`config.mk`:
```
export PLATFORM = sky130hd
export DESIGN_NAME = csv_field_extractor_top_flat
export DESIGN_NICKNAME = d
export VERILOG_FILES = /design/src/hdl/csvfx_pkg.sv /design/src/hdl/csvfx_if.sv /design/src/hdl/csv_field_extractor_top.sv /design/src/flat_wrapper.sv
export VERILOG_INCLUDE_DIRS = /design/src /design/src/hdl
export SDC_FILE = /design/constraint.sdc
export NUM_CORES = 1
export LEC_CHECK = 0
export BUFFER_PORTS_ARGS = -buffer_cell sky130_fd_sc_hd__clkbuf_2
export CORE_ASPECT_RATIO = 1.2
export CORE_MARGIN = 4
export CORE_UTILIZATION = 55
export CTS_BUF_LIST = sky130_fd_sc_hd__clkbuf_8 sky130_fd_sc_hd__clkbuf_16
export CTS_CLUSTER_DIAMETER = 60
export DETAILED_ROUTE_END_ITERATION = 8
export PLACE_DENSITY = 0.83
export SYNTH_ARGS = -nofsm -noshare
export SYNTH_HDL_FRONTEND = slang
export SYNTH_SLANG_ARGS = --single-unit
```
`constraint.sdc`:
```
create_clock -name clk -period 5.8 [get_ports clk]
set_input_delay 1.16 -clock clk [delete_from_list [all_inputs] [get_ports clk]]
set_output_delay 1.16 -clock clk [all_outputs]
set_load 0.005 [all_outputs]
```
`src/hdl/assert_macros.svh`:
```
// Assertion macros shared by the RTL of the CSV field extractor.
// No dependencies; included by files that carry concurrent assertions.
`ifndef ASSERT_MACROS_SVH
`define ASSERT_MACROS_SVH

// Same-cycle implication, disabled while reset is asserted.
`define ASSERT_SAME(label, clk, rst_n, ante, cons, msg) \
  label: assert property (@(posedge clk) disable iff (!rst_n) (ante) |-> (cons)) \
    else $error(msg);

// Next-cycle implication, disabled while reset is asserted.
`define ASSERT_NEXT(label, clk, rst_n, ante, cons, msg) \
  label: assert property (@(posedge clk) disable iff (!rst_n) (ante) |=> (cons)) \
    else $error(msg);

`endif

```
`src/hdl/csvfx_pkg.sv`:
```
// Package for the CSV field extractor: sizes, character codes, register
// indexes, the result record and the whitespace test. No dependencies.
package csvfx_pkg;

  localparam int BLANK_DEPTH = 16;
  localparam int INDEX_WIDTH = 16;
  localparam int BLANK_AW    = (BLANK_DEPTH > 1) ? $clog2(BLANK_DEPTH) : 1;
  localparam int BLANK_CW    = $clog2(BLANK_DEPTH + 1);
  localparam int CHAR_W      = 8;
  localparam int CFG_IDX_W   = 8;
  localparam int CFG_DATA_W  = 16;
  localparam int FIELD_IDX_W = 16;

  localparam logic [CHAR_W-1:0] CH_COMMA = 8'd44;
  localparam logic [CHAR_W-1:0] CH_DQUOTE = 8'd34;
  localparam logic [CHAR_W-1:0] CH_SQUOTE = 8'd39;
  localparam logic [CHAR_W-1:0] CH_SPACE = 8'd32;
  localparam logic [CHAR_W-1:0] CH_TAB = 8'd9;
  localparam logic [CHAR_W-1:0] CH_CR = 8'd13;

  localparam logic [CFG_IDX_W-1:0] REG_FIELD_INDEX = 8'd0;
  localparam logic [CFG_IDX_W-1:0] REG_KEEP_BLANKS = 8'd1;

  typedef enum logic [1:0] {
    QUOTE_NONE = 2'd0,
    QUOTE_DBL  = 2'd1,
    QUOTE_SGL  = 2'd2
  } quote_t;

  typedef struct packed {
    logic [CHAR_W-1:0] out_char;
    logic              char_valid;
    logic              field_end;
    logic              field_missing;
    logic              blank_overflow;
  } result_t;

  function automatic logic is_blank(input logic [CHAR_W-1:0] c);
    return (c == CH_SPACE) || ((c >= CH_TAB) && (c <= CH_CR));
  endfunction

endpackage

```
`src/hdl/csvfx_if.sv`:
```
// Valid/ready channel interfaces of the CSV field extractor: input bytes,
// result items and register writes. Depends on csvfx_pkg.
interface csvfx_in_if;
  import csvfx_pkg::*;
  logic              valid;
  logic              ready;
  logic [CHAR_W-1:0] ch;
  logic              is_terminator;
  modport source (output valid, ch, is_terminator, input ready);
  modport sink (input valid, ch, is_terminator, output ready);
endinterface

interface csvfx_out_if;
  import csvfx_pkg::*;
  logic              valid;
  logic              ready;
  logic [CHAR_W-1:0] out_char;
  logic              char_valid;
  logic              field_end;
  logic              field_missing;
  logic              blank_overflow;
  modport source (output valid, out_char, char_valid, field_end, field_missing,
                  blank_overflow, input ready);
  modport sink (input valid, out_char, char_valid, field_end, field_missing,
                blank_overflow, output ready);
endinterface

interface csvfx_cfg_if;
  import csvfx_pkg::*;
  logic                  valid;
  logic                  ready;
  logic [CFG_IDX_W-1:0]  index;
  logic [CFG_DATA_W-1:0] data;
  modport source (output valid, index, data, input ready);
  modport sink (input valid, index, data, output ready);
endinterface

```
`src/hdl/csv_field_extractor_top.sv`:
```
// CSV field extractor top level: emits one field of a comma-separated byte list.
// Each result is registered in the output register, or in the skid stage if that is held.
// Takes one byte per cycle unless draining or the skid stage is full; a content byte
// behind k held blanks gives k+1 results (blanks, then the byte) and holds input until done.
// Reset: synchronous rst_n clears config, list, drain and valid state; not data or blanks.
// Depends on csvfx_pkg, csvfx_if.sv and assert_macros.svh.
`include "assert_macros.svh"

module csv_field_extractor_top (
  input logic         clk,
  input logic         rst_n,
  csvfx_in_if.sink    in_bus,
  csvfx_out_if.source out_bus,
  csvfx_cfg_if.sink   cfg_bus
);
  import csvfx_pkg::*;

  // configuration
  logic [FIELD_IDX_W-1:0] field_index_r;
  logic                   keep_blanks_r;

  // list state
  logic [INDEX_WIDTH-1:0] field_counter_r, field_counter_nxt;
  quote_t                 quote_r, quote_nxt;
  logic                   close_pending_r, close_pending_nxt;
  logic                   content_seen_r, content_seen_nxt;
  logic                   field_done_r, field_done_nxt;
  logic                   field_started_r, field_started_nxt;
  logic                   overflow_r, overflow_nxt;
  logic [BLANK_CW-1:0]    blank_count_r, blank_count_nxt;
  logic [CHAR_W-1:0]      blank_fifo_r [BLANK_DEPTH];

  // drain of held blanks
  logic                   flush_busy_r;
  logic [BLANK_CW-1:0]    flush_idx_r;
  logic [BLANK_CW-1:0]    flush_cnt_r;
  logic [CHAR_W-1:0]      held_char_r;
  logic [CHAR_W-1:0]      flush_rd_r;

  // output register and skid stage
  logic                   out_valid_r, skid_valid_r;
  result_t                out_item_r, skid_item_r;

  logic                   in_ready;
  logic                   in_acc;
  logic                   flush_adv;
  logic                   step_push;
  result_t                step_item;
  logic                   start_flush;
  logic                   fifo_we;
  logic                   push;
  result_t                push_item;
  result_t                flush_item;
  logic                   out_free;

  logic [INDEX_WIDTH-1:0] index_cmp;
  logic                   target;
  logic [CHAR_W-1:0]      qc;
  logic                   unquoted;

  assign cfg_bus.ready = 1'b1;

  always_ff @(posedge clk) begin
    if (!rst_n) begin
      field_index_r <= '0;
      keep_blanks_r <= 1'b0;
    end else if (cfg_bus.valid) begin
      unique case (cfg_bus.index)
        REG_FIELD_INDEX: field_index_r <= cfg_bus.data[FIELD_IDX_W-1:0];
        REG_KEEP_BLANKS: keep_blanks_r <= cfg_bus.data[0];
        default: ;
      endcase
    end
  end

  assign in_ready       = !flush_busy_r && !skid_valid_r;
  assign in_bus.ready   = in_ready;
  assign in_acc         = in_bus.valid && in_ready;
  assign flush_adv      = flush_busy_r && !skid_valid_r;

  assign index_cmp = INDEX_WIDTH'(field_index_r);
  assign target    = (field_counter_r == index_cmp);
  assign qc        = (quote_r == QUOTE_DBL) ? CH_DQUOTE : CH_SQUOTE;

  // Work out the effect of the presented byte; registered only on acceptance.
  always_comb begin
    field_counter_nxt = field_counter_r;
    quote_nxt         = quote_r;
    close_pending_nxt = close_pending_r;
    content_seen_nxt  = content_seen_r;
    field_done_nxt    = field_done_r;
    field_started_nxt = field_started_r;
    overflow_nxt      = overflow_r;
    blank_count_nxt   = blank_count_r;
    step_push         = 1'b0;
    start_flush       = 1'b0;
    fifo_we           = 1'b0;
    unquoted          = 1'b0;
    step_item         = '{out_char: '0, char_valid: 1'b0, field_end: 1'b0,
                          field_missing: 1'b0, blank_overflow: overflow_r};

    if (in_bus.is_terminator) begin
      if (!field_done_r) begin
        step_push               = 1'b1;
        step_item.field_end     = 1'b1;
        step_item.field_missing = target ? !field_started_r : 1'b1;
      end
      field_counter_nxt = '0;
      quote_nxt         = QUOTE_NONE;
      close_pending_nxt = 1'b0;
      content_seen_nxt  = 1'b0;
      field_done_nxt    = 1'b0;
      field_started_nxt = 1'b0;
      overflow_nxt      = 1'b0;
      blank_count_nxt   = '0;
    end else if (!field_done_r) begin
      if (target) begin
        field_started_nxt = 1'b1;
      end
      priority if (close_pending_r) begin
        close_pending_nxt = 1'b0;
        if (in_bus.ch == qc) begin
          // doubled quote: one literal quote mark
          if (target) begin
            step_item.out_char   = in_bus.ch;
            step_item.char_valid = 1'b1;
            content_seen_nxt     = 1'b1;
            blank_count_nxt      = '0;
            if (blank_count_r != '0) begin
              start_flush = 1'b1;
            end else begin
              step_push = 1'b1;
            end
          end
        end else begin
          quote_nxt = QUOTE_NONE;
          unquoted  = 1'b1;
        end
      end else if (quote_r != QUOTE_NONE) begin
        if (in_bus.ch == qc) begin
          close_pending_nxt = 1'b1;
        end else if (target) begin
          step_item.out_char   = in_bus.ch;
          step_item.char_valid = 1'b1;
          content_seen_nxt     = 1'b1;
          blank_count_nxt      = '0;
          if (blank_count_r != '0) begin
            start_flush = 1'b1;
          end else begin
            step_push = 1'b1;
          end
        end
      end else begin
        unquoted = 1'b1;
      end

      if (unquoted) begin
        priority if (in_bus.ch == CH_DQUOTE) begin
          quote_nxt = QUOTE_DBL;
        end else if (in_bus.ch == CH_SQUOTE) begin
          quote_nxt = QUOTE_SGL;
        end else if (in_bus.ch == CH_COMMA) begin
          if (target) begin
            // end of the wanted field: drop held blanks
            blank_count_nxt     = '0;
            step_push           = 1'b1;
            step_item.field_end = 1'b1;
            field_done_nxt      = 1'b1;
          end else if (field_counter_r != {INDEX_WIDTH{1'b1}}) begin
            field_counter_nxt = field_counter_r + 1'b1;
          end
        end else if (!target) begin
          // byte of another field
        end else if (!keep_blanks_r && is_blank(in_bus.ch)) begin
          if (content_seen_r) begin
            if (blank_count_r < BLANK_CW'(BLANK_DEPTH)) begin
              fifo_we         = 1'b1;
              blank_count_nxt = blank_count_r + 1'b1;
            end else begin
              overflow_nxt = 1'b1;
            end
          end
        end else begin
          step_item.out_char   = in_bus.ch;
          step_item.char_valid = 1'b1;
          content_seen_nxt     = 1'b1;
          blank_count_nxt      = '0;
          if (blank_count_r != '0) begin
            start_flush = 1'b1;
          end else begin
            step_push = 1'b1;
          end
        end
      end
    end
  end

  always_ff @(posedge clk) begin
    if (!rst_n) begin
      field_counter_r <= '0;
      quote_r         <= QUOTE_NONE;
      close_pending_r <= 1'b0;
      content_seen_r  <= 1'b0;
      field_done_r    <= 1'b0;
      field_started_r <= 1'b0;
      overflow_r      <= 1'b0;
      blank_count_r   <= '0;
    end else if (in_acc) begin
      field_counter_r <= field_counter_nxt;
      quote_r         <= quote_nxt;
      close_pending_r <= close_pending_nxt;
      content_seen_r  <= content_seen_nxt;
      field_done_r    <= field_done_nxt;
      field_started_r <= field_started_nxt;
      overflow_r      <= overflow_nxt;
      blank_count_r   <= blank_count_nxt;
    end
  end

  always_ff @(posedge clk) begin
    if (in_acc && fifo_we) begin
      blank_fifo_r[blank_count_r[BLANK_AW-1:0]] <= in_bus.ch;
    end
  end

  // Drain held blanks in order, then the content byte that released them.
  always_ff @(posedge clk) begin
    if (!rst_n) begin
      flush_busy_r <= 1'b0;
      flush_idx_r  <= '0;
      flush_cnt_r  <= '0;
    end else if (in_acc && start_flush) begin
      flush_busy_r <= 1'b1;
      flush_idx_r  <= '0;
      flush_cnt_r  <= blank_count_r;
    end else if (flush_adv) begin
      if (flush_idx_r == flush_cnt_r) begin
        flush_busy_r <= 1'b0;
      end else begin
        flush_idx_r <= flush_idx_r + 1'b1;
      end
    end
  end

  // Register the content byte, and the next held blank ahead of its turn.
  always_ff @(posedge clk) begin
    if (in_acc && start_flush) begin
      held_char_r <= in_bus.ch;
      flush_rd_r  <= blank_fifo_r[{BLANK_AW{1'b0}}];
    end else if (flush_adv && (flush_idx_r != flush_cnt_r)) begin
      flush_rd_r <= blank_fifo_r[BLANK_AW'(flush_idx_r + 1'b1)];
    end
  end

  always_comb begin
    flush_item = '{out_char: held_char_r, char_valid: 1'b1, field_end: 1'b0,
                   field_missing: 1'b0, blank_overflow: overflow_r};
    if (flush_idx_r != flush_cnt_r) begin
      flush_item.out_char = flush_rd_r;
    end
  end

  assign push      = flush_adv || (in_acc && step_push);
  assign push_item = flush_busy_r ? flush_item : step_item;
  assign out_free  = !out_valid_r || out_bus.ready;

  always_ff @(posedge clk) begin
    if (!rst_n) begin
      out_valid_r  <= 1'b0;
      skid_valid_r <= 1'b0;
    end else if (skid_valid_r) begin
      if (out_bus.ready) begin
        skid_valid_r <= 1'b0;
      end
    end else if (push) begin
      if (out_free) begin
        out_valid_r <= 1'b1;
      end else begin
        skid_valid_r <= 1'b1;
      end
    end else if (out_bus.ready) begin
      out_valid_r <= 1'b0;
    end
  end

  always_ff @(posedge clk) begin
    if (skid_valid_r) begin
      if (out_bus.ready) begin
        out_item_r <= skid_item_r;
      end
    end else if (push) begin
      if (out_free) begin
        out_item_r <= push_item;
      end else begin
        skid_item_r <= push_item;
      end
    end
  end

  assign out_bus.valid          = out_valid_r;
  assign out_bus.out_char       = out_item_r.out_char;
  assign out_bus.char_valid     = out_item_r.char_valid;
  assign out_bus.field_end      = out_item_r.field_end;
  assign out_bus.field_missing  = out_item_r.field_missing;
  assign out_bus.blank_overflow = out_item_r.blank_overflow;

  `ASSERT_SAME(a_skid_behind_out, clk, rst_n, skid_valid_r, out_valid_r, "skid full while output empty")
  `ASSERT_SAME(a_flush_idx_range, clk, rst_n, flush_busy_r, flush_idx_r <= flush_cnt_r, "drain index past count")
  `ASSERT_SAME(a_blank_count_range, clk, rst_n, 1'b1, blank_count_r <= BLANK_CW'(BLANK_DEPTH), "blank count past depth")
  `ASSERT_SAME(a_end_has_no_char, clk, rst_n, out_valid_r && out_item_r.field_end, !out_item_r.char_valid, "end result carries a character")
  `ASSERT_NEXT(a_term_clears_counter, clk, rst_n, in_acc && in_bus.is_terminator, field_counter_r == '0 && !field_done_r, "list state not cleared")

endmodule
```
`src/flat_wrapper.sv`:
```
// flat-port wrapper written by rule: the top's interface ports become plain ports
module csv_field_extractor_top_flat import csvfx_pkg::*;
  (clk, rst_n, in_bus_valid, in_bus_ch, in_bus_is_terminator, in_bus_ready, out_bus_valid, out_bus_out_char, out_bus_char_valid, out_bus_field_end, out_bus_field_missing, out_bus_blank_overflow, out_bus_ready, cfg_bus_valid, cfg_bus_index, cfg_bus_data, cfg_bus_ready);
  csvfx_in_if in_bus_i ();
  csvfx_out_if out_bus_i ();
  csvfx_cfg_if cfg_bus_i ();
  input logic clk;
  input logic rst_n;
  input wire logic [$bits(in_bus_i.valid)-1:0] in_bus_valid;
  input wire logic [$bits(in_bus_i.ch)-1:0] in_bus_ch;
  input wire logic [$bits(in_bus_i.is_terminator)-1:0] in_bus_is_terminator;
  output wire logic [$bits(in_bus_i.ready)-1:0] in_bus_ready;
  output wire logic [$bits(out_bus_i.valid)-1:0] out_bus_valid;
  output wire logic [$bits(out_bus_i.out_char)-1:0] out_bus_out_char;
  output wire logic [$bits(out_bus_i.char_valid)-1:0] out_bus_char_valid;
  output wire logic [$bits(out_bus_i.field_end)-1:0] out_bus_field_end;
  output wire logic [$bits(out_bus_i.field_missing)-1:0] out_bus_field_missing;
  output wire logic [$bits(out_bus_i.blank_overflow)-1:0] out_bus_blank_overflow;
  input wire logic [$bits(out_bus_i.ready)-1:0] out_bus_ready;
  input wire logic [$bits(cfg_bus_i.valid)-1:0] cfg_bus_valid;
  input wire logic [$bits(cfg_bus_i.index)-1:0] cfg_bus_index;
  input wire logic [$bits(cfg_bus_i.data)-1:0] cfg_bus_data;
  output wire logic [$bits(cfg_bus_i.ready)-1:0] cfg_bus_ready;
  assign in_bus_i.valid = in_bus_valid;
  assign in_bus_i.ch = in_bus_ch;
  assign in_bus_i.is_terminator = in_bus_is_terminator;
  assign in_bus_ready = in_bus_i.ready;
  assign out_bus_valid = out_bus_i.valid;
  assign out_bus_out_char = out_bus_i.out_char;
  assign out_bus_char_valid = out_bus_i.char_valid;
  assign out_bus_field_end = out_bus_i.field_end;
  assign out_bus_field_missing = out_bus_i.field_missing;
  assign out_bus_blank_overflow = out_bus_i.blank_overflow;
  assign out_bus_i.ready = out_bus_ready;
  assign cfg_bus_i.valid = cfg_bus_valid;
  assign cfg_bus_i.index = cfg_bus_index;
  assign cfg_bus_i.data = cfg_bus_data;
  assign cfg_bus_ready = cfg_bus_i.ready;
  csv_field_extractor_top u_core (.clk(clk), .rst_n(rst_n), .in_bus(in_bus_i), .out_bus(out_bus_i), .cfg_bus(cfg_bus_i));
endmodule
```
Word level (Yosys, flattened, before mapping) --
Memory sizes are Yosys's and may differ from the RTL's. Index checks and enable logic that the tools add are counted.
Operators by class: bitwise gates (word level) 4, magnitude comparators 3, reduce and logical (&&, ||, !) cells 44, divide/modulo/power cells 0, eq/ne operators 19, shift operators 0, add/sub/neg operators 3, muxes and demuxes 154, multiply operators 0
Operators by type and width (count):
- $mux 16 | 8
- $mux 1 | 100
- $mux 9 | 9
- $mux 5 | 16
- $mux 12 | 5
- $mux 10 | 4
- $eq 8x6->1 const B | 4
- $reduce_bool 2->1 | 13
- $mux 8 | 3
- $add 16x1->16 const B | 1
- $eq 16x16->1 | 1
- $mux 2 | 8
- $ne 16x16->1 const B | 1
- $ne 2x2->1 const B | 8
- $reduce_and 3->1 | 4
- $add 5x1->5 const B | 2
- $reduce_and 10->1 | 1
- $reduce_and 2->1 | 5
- $logic_and 1x1->1 | 9
- $eq 8x1->1 const B | 1
- $eq 8x8->1 | 1
- $ge 8x4->1 const B | 1
- $le 8x4->1 const B | 1
- $logic_not 8->1 | 1
- other kinds (11) | 20
Word-level totals: word-level logic and storage cells 255, memories 1, input port bits 38, bits in read-only memories 0, RAM bits 128, flip-flop bits (word level) 98, latch bits 0
Memory list:
- u_core.blank_fifo_r | depth 16, width 8, rd ports 2, clocked after memory_dff 0, write ports 1, line csv_field_extractor_top.sv:31 | logic [CHAR_W-1:0] blank_fifo_r [BLANK_DEPTH];

Depth between registers and ports, before layout --
Gate-level depths: netlist (run 1).
depth after elaboration 19, depth in mapped cells 9, gate-level depth less buffers 7

Least setup slack after synthesis (run 1) --
Ideal clock, no wire load.
path kind input to register, start point input port in_bus_ch[6], end point register u_core.skid_item_r[0] (netlist bit), enable pin, required time 5.351 ns, data arrival time 4.658 ns, buffers on the path 0, path slack 0.693 ns, library setup time 0.449 ns, stages 6, path through or4b_4 -> a2111oi_0 -> nor3_1 -> o21ai_0 -> o311ai_0 -> a2111oi_0
Between the ends: longest elaborated chain between the ends 16, elaborated cells between the ends (all ways) 31
RTL lines:
- start: declaration | line flat_wrapper.sv:10 | input wire logic [$bits(in_bus_i.ch)-1:0] in_bus_ch;
- $eq 8x8->1 | line csv_field_extractor_top.sv:122, csv_field_extractor_top.sv:140
- $mux 1 | line csv_field_extractor_top.sv:140 | if (in_bus.ch == qc) begin
- $mux 1 | line csv_field_extractor_top.sv:139 | end else if (quote_r != QUOTE_NONE) begin
- $mux 1 | line csv_field_extractor_top.sv:120 | priority if (close_pending_r) begin
- $mux 1 | line csv_field_extractor_top.sv:188 | if (blank_count_r != '0) begin
- $mux 1 | line csv_field_extractor_top.sv:174 | end else if (!keep_blanks_r && is_blank(in_bus.ch)) begin
- $mux 1 | line csv_field_extractor_top.sv:172 | end else if (!target) begin
- $mux 1 | line csv_field_extractor_top.sv:162 | end else if (in_bus.ch == CH_COMMA) begin
- $mux 1 | line csv_field_extractor_top.sv:160 | end else if (in_bus.ch == CH_SQUOTE) begin
- $mux 1 | line csv_field_extractor_top.sv:158 | priority if (in_bus.ch == CH_DQUOTE) begin
- $mux 1 (*) | line csv_field_extractor_top.sv:157 | if (unquoted) begin
- $mux 1 (*) | line csv_field_extractor_top.sv:116 | end else if (!field_done_r) begin
- $mux 1 (*) | line csv_field_extractor_top.sv:102 | if (in_bus.is_terminator) begin
- $logic_and 1x1->1 (*) | line csv_field_extractor_top.sv:263 | assign push = flush_adv || (in_acc && step_push);
- $logic_or 1x1->1 (*) | line csv_field_extractor_top.sv:263
- $reduce_and 3->1 (no source line) (*)
- end signal: assignment | line csv_field_extractor_top.sv:295 | skid_item_r <= push_item;
- end: declaration | line csv_field_extractor_top.sv:42 | result_t out_item_r, skid_item_r;
Mark *: on every way between the ends. The rest lies on a longest branch, timed or not. The select of a mux whose other input is x is not followed. A chain may end at the register's enable or synchronous reset.

Final worst setup path (run 1) --
start point input port in_bus_ch[7], end point memory u_core.blank_fifo_r[3][2], enable pin
Between the ends: longest elaborated chain between the ends 15, elaborated cells between the ends (all ways) 25
RTL lines:
- $ge 8x4->1 or $le 8x4->1 (tied branches) | line csvfx_pkg.sv:39 | return (c == CH_SPACE) || ((c >= CH_TAB) && (c <= CH_CR));
- $logic_and 1x1->1 | line csvfx_pkg.sv:39
- $logic_or 1x1->1 | line csvfx_pkg.sv:39
- $logic_and 1x1->1 | line csv_field_extractor_top.sv:174
- $mux 1 | line csv_field_extractor_top.sv:174
- $mux 1 | line csv_field_extractor_top.sv:172
- $mux 1 | line csv_field_extractor_top.sv:162
- $mux 1 | line csv_field_extractor_top.sv:160
- $mux 1 | line csv_field_extractor_top.sv:158
- $mux 1 (*) | line csv_field_extractor_top.sv:157
- $mux 1 (*) | line csv_field_extractor_top.sv:116
- $mux 1 (*) | line csv_field_extractor_top.sv:102
- $logic_and 1x1->1 (*) | line csv_field_extractor_top.sv:221 | if (in_acc && fifo_we) begin
- $mux 1 (*) | line csv_field_extractor_top.sv:221
- $mux 1 (not written as such) (*) | line csv_field_extractor_top.sv:222 | blank_fifo_r[blank_count_r[BLANK_AW-1:0]] <= in_bus.ch;
- end: declaration | line csv_field_extractor_top.sv:31
Marked as above.

==> metrics.md, run 1 <==
| Metric | Value |
|---|---|
| Status | finished clean |
| Chip height | 154 um |
| Mean Syn Cell Area | 14.1 um^2 |
| Non-Filler Instances | 983 |
| Worst hold path type | register to register |
| Via Count | 6,224 |
| Clk root buf | clkbuf_16 |
| CORE AREA | 17,500 um^2 |
| Largest net degree at the start of global routing | 37 |
| Final setup viols | 0 |
| Final TNS setup | 0 ps |
| Flops & latches, synth | 226 |
| Global Route Usage Sum | 0.223 |
| FFs w/ async S/R, synth | 0 |
| Fmax | 218 MHz |
| Row Count | 53 |
| Seq/Total Area, Yosys | 0.633 |
| DIE AREA | 20,000 um^2 |
| Crit path kind | input pin to register |
| Initial DRC Count | 638 |
| Multi-input gate area | 3400 um^2 |
| Routed wire length per instance | 22.3 um |
| Top_reg_cell synth | edfxtp_1 |
| Final Cycle Share | 0.793 |
| Gpl congestion | 0.901 |
| RSZ-0062 raised after global routing | false |
| Gr ovfl total | 0 |
| Vias per cell | 6.33 |
| Min cycle time layout | 4600 ps |
| Final Util | 0.626 |
| First-pass GRT wire length | 35,000 um |
| Fill cells | 1,274 |
| Hpwl dp | 14,700 um |
| Worst setup EP type | register |
| Starting density of the core | 0.560 |
| Number of nets in the layout | 791 |
| Clock Latency Late Sink | 500 ps |
| Relative slew slack | 0.172 |
| Cell Area, Synth | 9810 um^2 |
| Register area | 6210 um^2 |
| CTS HTree Levels | 1 |
| Adder-cell share of the synthesized area | 0.00765 |
| # diodes | 0 |
| Net Count, Synth | 739 |
| Max-cap violations | 0 |
| CP required | 5910 ps |
| Simple-gate share of the synthesized area | 0.100 |
| PwrDens | 289 nW/um^2 |
| Drt first pass iters | 5 |
| CTS tree | done |
| Die X | 130 um |
| Buffers from clock root to sink, at most | 3 |
| Layout cell share with drive strength beyond 1 | 0.214 |
| IO buf count | 51 |
| Number of synthesis warnings | 0 |
| Leakage | 3.83 nW |
| Post_cts resized | 0 |
| Flop-to-flop setup slack | 1620 ps |
| XOR/XNOR Fraction of Synth Area | 0.0295 |
| Maximum vdd drop | 220 uV |
| Slew Limit Fails | 0 |
| Gate Count Post-Synth | 695 |
| Clk_skew | 13.7 ps |
| Post-synth cell types | 60 |
| Final Hold Viols | 0 |
| Post-route ant nets | 0 |
| Slew at the pin closest to its max-slew limit | 1230 ps |
| Mux share of post-synthesis cell area | 0.143 |
| Initial antenna violation count | 0 |
| Area Growth Syn to Fin | 11.7% |
| CTS Buf Count | 22 |
| Data arrival time of the critical path | 4710 ps |
| Worst setup SP type | input pin |
| DRC | 0 |
| Largest family of logic cells by synthesized area | multiplexers |
| Most frequent cells in the layout | edfxtp_1 (168), nor2_1 (64), dfxtp_1 (57), clkbuf_2 (51), nand2_1 (41) |
| Post-synth EDFFs | 168 |
| Most common cell after layout, fill and taps aside | edfxtp_1 |
| Clock slew at reported path FFs | 60 ps |
| Vias in the first global route | 6,408 |
| Placed insts | 943 |
| Crit path max fanout | 21 |
| Final worst slack | 1200 ps |
| Io pins | 53 |
| Cts hold-fix bufs | 0 |
| Post-CTS setup buffers | 0 |
| Overall Power | 3.17 mW |
| Synth Area in Compound Gates | 0.0653 |
| DRT Wirelength | 21,900 um |
| CTS Sinks | 226 |
| Pre-CTS setup slack | 828 ps |
## layer usage
layer / GRT usage / routed length [um] / vias up
li1: - / - / 2803
met4: 0.0728 / 667 / 0
met5: 0 / 0 / -
met3: 0.0307 / 1270 / 54
met2: 0.393 / 11600 / 271
met1: 0.285 / 8410 / 3096
## per-stage QoR
step	hold slack (ps)	cell area (um^2)
detailed placement	483	10300
global route	505	11000
finish	494	11000
global placement	458	10300
floorplan	427	9810
CTS	491	11000
## worst max-delay path, cell delays in order
cell and delay (ps):
clkbuf_2 300, or4b_4 620, nor4_1 420, nor2_1 160, nor4_1 720, nand2_1 310
nor3_1 1010
## report_power, final
group / leakage [nW] / total (mW) / switching [mW] / internal (mW)
clock network: 0.358 / 1.31 / 0.568 / 0.740
logic: 1.48 / 0.108 / 0.0731 / 0.0347
registers: 1.99 / 1.75 / 0.00452 / 1.75
total: 3.83 / 3.17 / 0.645 / 2.52
## final timing paths
| path | start | endpoint | cells after the start |
|---|---|---|---|
| max reg2reg | u_core.field_counter_r[5] | u_core.blank_fifo_r[3][2] | 6 |
| max | in_bus_ch[7] | u_core.blank_fifo_r[3][2] | 7 |
| min reg2reg | u_core.overflow_r | u_core.skid_item_r[0] | 0 |
| min | u_core.overflow_r | u_core.skid_item_r[0] | 0 |
## cell type report
cell class	count	share of cell area
clock buffer	25	0.0550
timing repair buffer	64	0.0322
inverter	14	0.00480
clock inverter	15	0.00571
sequential	226	0.567
multi-input combinational	419	0.311
tap	220	0.0251
## flip-flops by register name, indices dropped and copies added, names as in the netlist, 2 cells and up
register and count:
u_core.blank_fifo_r 128, u_core.field_counter_r 16, u_core.field_index_r 16, u_core.skid_item_r 12, u_core.flush_rd_r 8, u_core.held_char_r 8
u_core.out_bus.out_char 8, u_core.blank_count_r 5, u_core.flush_cnt_r 5, u_core.flush_idx_r 5, u_core.quote_r 2
## Yosys cell counts, types with 7 or more instances
cell type	number	area, um^2
a21oi_1	25	125
clkbuf_1	25	93.8
dfxtp_1	58	1160
edfxtp_1	168	5040
inv_1	12	45.0
mux2_2	21	236
mux2i_1	27	270
mux4_2	40	901
nand2_1	41	154
nand3_1	18	90.1
nand4_1	12	75.1
nor2_1	64	240
nor3_1	14	70.1
nor4_1	10	62.6
o21ai_0	10	50.1
o22ai_1	7	43.8
o31ai_1	12	90.1
xor2_1	29	254
## logic make-up after synthesis
logic type	after synthesis
AO/OA/AOI/OAI	94
AND/OR/NAND/NOR	197
buffers and inverters	50
adder cells (fa/ha/maj)	6
flip-flops	226
other	1
multiplexers	88
XOR/XNOR	33
Note: power is estimated with default switching activity, not from simulation.
==> inputs of run 2 (changes only) <==
--- a/config.mk
+++ b/config.mk
@@ -6,6 +6,7 @@
 export SDC_FILE = /design/constraint.sdc
 export NUM_CORES = 1
 export LEC_CHECK = 0
+export ABC_AREA = 1
 export BUFFER_PORTS_ARGS = -buffer_cell sky130_fd_sc_hd__clkbuf_2
 export CORE_ASPECT_RATIO = 1.2
 export CORE_MARGIN = 4
==> constraint.sdc (replaced) <==
create_clock -name clk -period 4.45 [get_ports clk]
set_input_delay 0.89 -clock clk [delete_from_list [all_inputs] [get_ports clk]]
set_output_delay 0.89 -clock clk [all_outputs]
set_load 0.005 [all_outputs]
==> run 2 against run 1 <==
Effect of this change: utilization shrank 0.10 points; critical path depth grew 1; sequential power grew 31%; critical path type is now register to register; first-iteration DRC count grew 7.2%; global-route usage grew 0.97 points; count of clock-buffer cells in the layout shrank 1; critical endpoint is now u_core.flush_rd_r[6]; synthesized cell count grew 52%.
==> metrics.md, run 2 <==
| Metric | Value |
|---|---|
| Status | finished clean (unchanged) |
| Vias per cell | 5.72 (was 6.33) |
| Clock slew at reported path FFs | 60 ps (about the same) |
| Net Count, Synth | 1,097 (was 739) |
| Non-Filler Instances | 1,368 (was 983) |
| Worst setup EP type | register (unchanged) |
| Final setup viols | 0 (unchanged) |
| Maximum vdd drop | 255 uV (was 220 uV) |
| Layout cell share with drive strength beyond 1 | 0.113 (was 0.214) |
| Number of synthesis warnings | 0 (unchanged) |
| Global Route Usage Sum | 0.233 (was 0.223) |
| Clock power share | 0.410 (was 0.413) |
| CP required | 4690 ps (was 5910 ps) |
| Crit path max fanout | 68 (was 21) |
| Slew at the pin closest to its max-slew limit | 999 ps (was 1230 ps) |
| Placed insts | 1,328 (was 943) |
| Relative slew slack | 0.334 (was 0.172) |
| Min cycle time layout | 3190 ps |
| Worst hold path type | register to register (unchanged) |
| Cell-internal power | 3.29 mW (was 2.52 mW) |
| Row Count | 54 (was 53) |
| Die X | 133 um (was 130 um) |
| Crit path kind | register to register (was input pin to register) |
| Final Cycle Share | 0.718 |
| Cts hold-fix bufs | 0 (unchanged) |
| Synth area leader | edfxtp_1 (unchanged) |
| RSZ-0062 raised after global routing | false (unchanged) |
| Clk root buf | clkbuf_16 (unchanged) |
| WHS | 471 ps (was 494 ps) |
| Top post-synthesis cells by count | nand2_1 (217), edfxtp_1 (168), nor2_1 (134) (was edfxtp_1 (168), nor2_1 (64), dfxtp_1 (58)) |
| Reg power frac | 0.548 (was 0.553) |
| Drt first pass iters | 5 (unchanged) |
| Switch share | 0.214 (was 0.204) |
| CTS HTree Levels | 1 (unchanged) |
| DRC | 0 (unchanged) |
| Most common cell after layout, fill and taps aside | nand2_1 (was edfxtp_1) |
| Top-count cell post-synth | nand2_1 (was edfxtp_1) |
| Gr ovfl total | 0 (unchanged) |
| Leakage | 4.23 nW (was 3.83 nW) |
| Post-synth EDFFs | 168 (unchanged) |
| Cell Chain, Critical Path | buf_4, nand3_1, xor2_1, inv_1, nand3_1, o21ai_0, inv_1, a21oi_1 (was clkbuf_2, or4b_4, nor4_1, nor2_1, nor4_1, nand2_1, nor3_1) |
| Fmax | 313 MHz |
| CP max stage cell | xor2_1 (was nor3_1) |
| DIE AREA | 21,000 um^2 (was 20,000 um^2) |
| CORE AREA | 18,300 um^2 (was 17,500 um^2) |
| DRT Wirelength | 24,200 um (was 21,900 um) |
| Max-cap violations | 0 (unchanged) |
| Final Util | 0.625 (was 0.626) |
| Chip height | 158 um (was 154 um) |
| Area Growth Syn to Fin | 11.1% (was 11.7%) |
| Post-route ant nets | 0 (unchanged) |
| Routed wire length per instance | 17.7 um (was 22.3 um) |
| Slew Limit Fails | 0 (unchanged) |
| Hpwl dp | 16,300 um (was 14,700 um) |
| Final TNS setup | 0 ps (unchanged) |
| Clock Latency Late Sink | 510 ps (was 500 ps) |
| Flop-to-flop setup slack | 1260 ps (was 1620 ps) |
| Most frequent cells in the layout | nand2_1 (217), edfxtp_1 (168), nor2_1 (134), inv_1 (101), o21ai_0 (71) (was edfxtp_1 (168), nor2_1 (64), dfxtp_1 (57), clkbuf_2 (51), nand2_1 (41)) |
| Flops & latches, synth | 226 (unchanged) |
| Top_reg_cell synth | edfxtp_1 (unchanged) |
| Number of nets in the layout | 1,144 (was 791) |
| Seq/Total Area, Yosys | 0.603 (was 0.633) |
| Mean Syn Cell Area | 9.78 um^2 (was 14.1 um^2) |
| Post-CTS setup buffers | 0 (unchanged) |
| Crit path largest cell delay | 790 ps (was 1010 ps) |
| Clk_skew | 9.94 ps (was 13.7 ps) |
| FFs w/ async S/R, synth | 0 (unchanged) |
| CTS tree | done (unchanged) |
| # diodes | 0 (unchanged) |
| Buffers from clock root to sink, at most | 3 (unchanged) |
| First-pass GRT wire length | 39,000 um (was 35,000 um) |
| Gate Count Post-Synth | 1,053 (was 695) |
| Overall Power | 4.18 mW (was 3.17 mW) |
| Max FFs per register | 128 (unchanged) |
| Starting density of the core | 0.562 (was 0.560) |
| CTS Buf Count | 22 (unchanged) |
| Vias in the first global route | 7,560 (was 6,408) |
| Cell Area, Synth | 10,300 um^2 (was 9810 um^2) |
| Io pins | 53 (unchanged) |
| Top cell type's share of synthesized area | 0.490 (was 0.514) |
| Largest net degree at the start of global routing | 69 (was 37) |
| Initial antenna violation count | 0 (unchanged) |
| CTS Sinks | 226 (unchanged) |
| IO buf count | 51 (unchanged) |
| Worst setup SP type | register (was input pin) |
| Final Hold Viols | 0 (unchanged) |
| Post-synth cell types | 44 (was 60) |
| Switch Pwr | 0.894 mW (was 0.645 mW) |
| Via Count | 7,828 (was 6,224) |
| Gpl congestion | 0.951 (was 0.901) |
| Synth top area cells | edfxtp_1 (49%), dfxtp_1 (11%), nand2_1 (7.9%) (was edfxtp_1 (51%), dfxtp_1 (12%), mux4_2 (9.2%)) |
| Comb power frac | 0.042 (was 0.034) |
| Initial DRC Count | 684 (was 638) |
| PwrDens | 365 nW/um^2 (was 289 nW/um^2) |
| Post_cts resized | 0 (unchanged) |
| Data arrival time of the critical path | 3440 ps (was 4710 ps) |
[run 2: area by class of cell]
type,instances,area (um^2)
tap,252,315
clock buffer,24,589
sequential,226,6210
multi-input combinational,682,3500
fill,1438,6870
clock inverter,16,76.3
timing repair buffer,66,368
inverter,102,383
[run 2: cell families after synthesis]
group	synth area share
compound gates	0.111
xor+xnor	0.0152
fa+ha+maj	0.00729
buf+inv	0.0569
flops	0.603
mux	0.0292
other cells	0.000364
simple gates	0.177
[run 2: metal layers]
layer,vias up,GRT usage,share of wire
met4,0,0.109,0.045
met1,3681,0.288,0.38
met2,372,0.406,0.49
li1,3705,-,-
met3,70,0.0340,0.082
met5,-,0,0
[run 2: critical path, delay by kind of cell (launching register included)]
| kind | cells | cell delay (ps) |
|---|---|---|
| and+or+nand+nor | 2 | 410 |
| DFF | 1 | 340 |
| AOI/OAI and AO/OA | 2 | 260 |
| buffers and inverters | 3 | 1120 |
| xor gates and xnor gates | 1 | 790 |
[run 2: stage by stage]
step           instance area [um^2]  setup WS [ps]
2_1_floorplan                 10300           1670
3_3_place_gp                  10800            946
3_5_place_dp                  10800            770
4_1_cts                       11400           1310
5_1_grt                       11400           1040
6_report                      11400           1260
[run 2: final timing paths]
check	start	to	depth (start not counted)
setup / recovery	u_core.flush_idx_r[0]	u_core.flush_rd_r[6]	8
setup reg to reg	u_core.flush_idx_r[0]	u_core.flush_rd_r[6]	8
hold / removal	u_core.field_index_r[1]	u_core.field_index_r[1]	2
hold reg to reg	u_core.field_index_r[1]	u_core.field_index_r[1]	2
[run 2: power groups by stage]
| stage | combinational [mW] | sequential, mW | clock, mW |
|---|---|---|---|
| 2_1_floorplan | 0.0881 | 2.34 | 0 |
| 3_3_place_gp | 0.171 | 2.34 | 0 |
| 3_5_place_dp | 0.174 | 2.34 | 0 |
| 4_1_cts | 0.175 | 2.29 | 1.73 |
| 5_1_grt | 0.195 | 2.29 | 1.82 |
| 6_report | 0.176 | 2.29 | 1.71 |
==> inputs of run 3 (changes only) <==
--- a/config.mk
+++ b/config.mk
@@ -6,7 +6,7 @@
 export SDC_FILE = /design/constraint.sdc
 export NUM_CORES = 1
 export LEC_CHECK = 0
-export ABC_AREA = 1
+export ABC_AREA = 0
 export BUFFER_PORTS_ARGS = -buffer_cell sky130_fd_sc_hd__clkbuf_2
 export CORE_ASPECT_RATIO = 1.2
 export CORE_MARGIN = 4
==> constraint.sdc (replaced) <==
create_clock -name clk -period 3.25 [get_ports clk]
set_input_delay 0.65 -clock clk [delete_from_list [all_inputs] [get_ports clk]]
set_output_delay 0.65 -clock clk [all_outputs]
set_load 0.005 [all_outputs]
==> run 3 against run 2 <==
Effect of this change: register-to-register slack worse by 910 ps; highest routed layer unchanged; routed wire length down 2.8%; clock power up 51%; worst hold slack worse by 89 ps; critical path type is now input pin to register; flip-flop and latch count unchanged.
==> metrics.md, run 3 (same netlist as run 1, synthesis figures left out) <==
| Metric | Value |
|---|---|
| Status | finished clean (unchanged) |
| DIE AREA | 20,000 um^2 (was 21,000 um^2) |
| Min cycle time layout | 2920 ps |
| Largest net degree at the start of global routing | 36 (was 69) |
| Worst setup SP type | input pin (was register) |
| Cell Chain, Critical Path | clkbuf_2, or4b_4, a2111oi_0, buf_4, nor3_1, o21ai_0, o311ai_0, buf_4, a2111oi_4, buf_4 (was buf_4, nand3_1, xor2_1, inv_1, nand3_1, o21ai_0, inv_1, a21oi_1) |
| Cts hold-fix bufs | 0 (unchanged) |
| Crit path kind | input pin to register (was register to register) |
| Most common cell after layout, fill and taps aside | edfxtp_1 (was nand2_1) |
| Final Util | 0.655 (was 0.625) |
| Data arrival time of the critical path | 3120 ps (was 3440 ps) |
| Placed insts | 993 (was 1,328) |
| Hpwl dp | 16,100 um (was 16,300 um) |
| Crit path largest cell delay | 590 ps (was 790 ps) |
| Clock slew at reported path FFs | 60 ps (about the same) |
| Post_cts resized | 0 (unchanged) |
| CP max stage cell | or4b_4 (was xor2_1) |
| Crit path max fanout | 9 (was 68) |
| Row Count | 53 (was 54) |
| Starting density of the core | 0.560 (was 0.562) |
| Maximum vdd drop | 370 uV (was 255 uV) |
| Routed wire length per instance | 22.8 um (was 17.7 um) |
| CTS HTree Levels | 1 (unchanged) |
| Worst hold path type | input pin to register (was register to register) |
| Final Hold Viols | 0 (unchanged) |
| Clk_skew | 9.68 ps (was 9.94 ps) |
| CP bufs+invs | 4 (was 3) |
| IO buf count | 51 (unchanged) |
| Final setup viols | 0 (unchanged) |
| CTS Buf Count | 22 (unchanged) |
| Dpl cell area | 10,700 um^2 (was 10,800 um^2) |
| First-pass GRT wire length | 37,500 um (was 39,000 um) |
| Worst setup EP type | register (unchanged) |
| WHS | 382 ps (was 471 ps) |
| Initial DRC Count | 682 (was 684) |
| RSZ-0062 raised after global routing | false (unchanged) |
| Slew at the pin closest to its max-slew limit | 582 ps (was 999 ps) |
| Global Route Usage Sum | 0.242 (was 0.233) |
| DRC | 0 (unchanged) |
| CP required | 3460 ps (was 4690 ps) |
| Slew Limit Fails | 0 (unchanged) |
| Final Cycle Share | 0.898 |
| Clk root buf | clkbuf_16 (unchanged) |
| Buffers from clock root to sink, at most | 3 (unchanged) |
| Area Growth Syn to Fin | 16.9% (was 11.1%) |
| Final worst slack | 332 ps (was 1260 ps) |
| DRT Wirelength | 23,600 um (was 24,200 um) |
| Most Frequent Cell on Critical Path | buf_4 |
| Gr ovfl total | 0 (unchanged) |
| Post-route ant nets | 0 (unchanged) |
| Via Count | 6,414 (was 7,828) |
| Vias in the first global route | 6,604 (was 7,560) |
| CTS Sinks | 226 (unchanged) |
| Post-CTS setup buffers | 0 (unchanged) |
| Leakage | 4.13 nW (was 4.23 nW) |
| Gpl congestion | 0.878 (was 0.951) |
| Initial antenna violation count | 0 (unchanged) |
| # diodes | 0 (unchanged) |
| Crit path max-delay family | compound AO/OA/AOI/OAI gates (was buffers and inverters) |
| CTS tree | done (unchanged) |
| Io pins | 53 (unchanged) |
| CORE AREA | 17,500 um^2 (was 18,300 um^2) |
| Vias per cell | 6.21 (was 5.72) |
| Drt first pass iters | 5 (unchanged) |
| Relative slew slack | 0.606 (was 0.334) |
| Max FFs per register | 128 (unchanged) |
| PwrDens | 516 nW/um^2 (was 365 nW/um^2) |
| Max-cap violations | 0 (unchanged) |
| Clock Latency Late Sink | 510 ps (about the same) |
| Die X | 130 um (was 133 um) |
| Most frequent cells in the layout | edfxtp_1 (168), nor2_1 (64), buf_4 (60), dfxtp_1 (57), clkbuf_2 (51) (was nand2_1 (217), edfxtp_1 (168), nor2_1 (134), inv_1 (101), o21ai_0 (71)) |
| Non-Filler Instances | 1,033 (was 1,368) |
| Layout cell share with drive strength beyond 1 | 0.268 (was 0.113) |
| Number of nets in the layout | 841 (was 1,144) |
| Design area | 11,500 um^2 (was 11,400 um^2) |
| Fmax | 343 MHz |
| Pre-CTS setup slack | -151 ps (was 770 ps) |
| Chip height | 154 um (was 158 um) |
-- run 3: cell count changes in the layout (fill, tap and decap cells not counted), sizes merged, moves of 40 or more --
cell   previous run  this run
nand2           219        41
inv             107        18
nor2            142        64
o21ai            75        10
buf              15        63
a21oi            69        25
mux4              0        40
-- run 3: final cells by class --
cell class | instances | area (um^2)
clock buffer | 27 | 631
clock inverter | 13 | 111
fill | 1196 | 6040
inverter | 14 | 52.6
multi-input combinational | 419 | 3430
sequential | 226 | 6210
tap | 220 | 275
timing repair buffer | 114 | 766
-- run 3: report_power, final --
part           total (mW)  switching [mW]  internal (mW)
clock network        2.58            1.05           1.53
logic               0.219           0.136         0.0825
registers            3.12         0.00748           3.12
-- run 3: through the flow --
stage	TNS [ps]	power, mW
final	0	5.92
after floorplan	-3730	3.28
after global placement	-1160	3.39
after detailed placement	-1610	3.40
after global routing	0	6.12
after CTS	0	5.95
-- run 3: worst paths after layout --
kind | startpoint | endpoint | slack (ps) | cells past startpoint
max | in_bus_ch[6] | u_core.skid_item_r[10] | 330 | 10
min | cfg_bus_data[4] | u_core.field_index_r[4] | 380 | 3
max reg2reg | u_core.keep_blanks_r | u_core.skid_item_r[10] | 350 | 9
min reg2reg | u_core.field_started_r | u_core.field_started_r | 470 | 2
-- run 3: tightest hold or removal path, delay by kind of cell --
family	cells	cell delay, ps
buffers and inverters	1	70
AND/OR/NAND/NOR	1	70
multiplexers	1	50
-- run 3: routing by layer --
layer / part of all wire / track usage
met2: 0.53 / 0.430
met1: 0.38 / 0.309
met3: 0.060 / 0.0325
met5: 0 / 0
met4: 0.031 / 0.0718
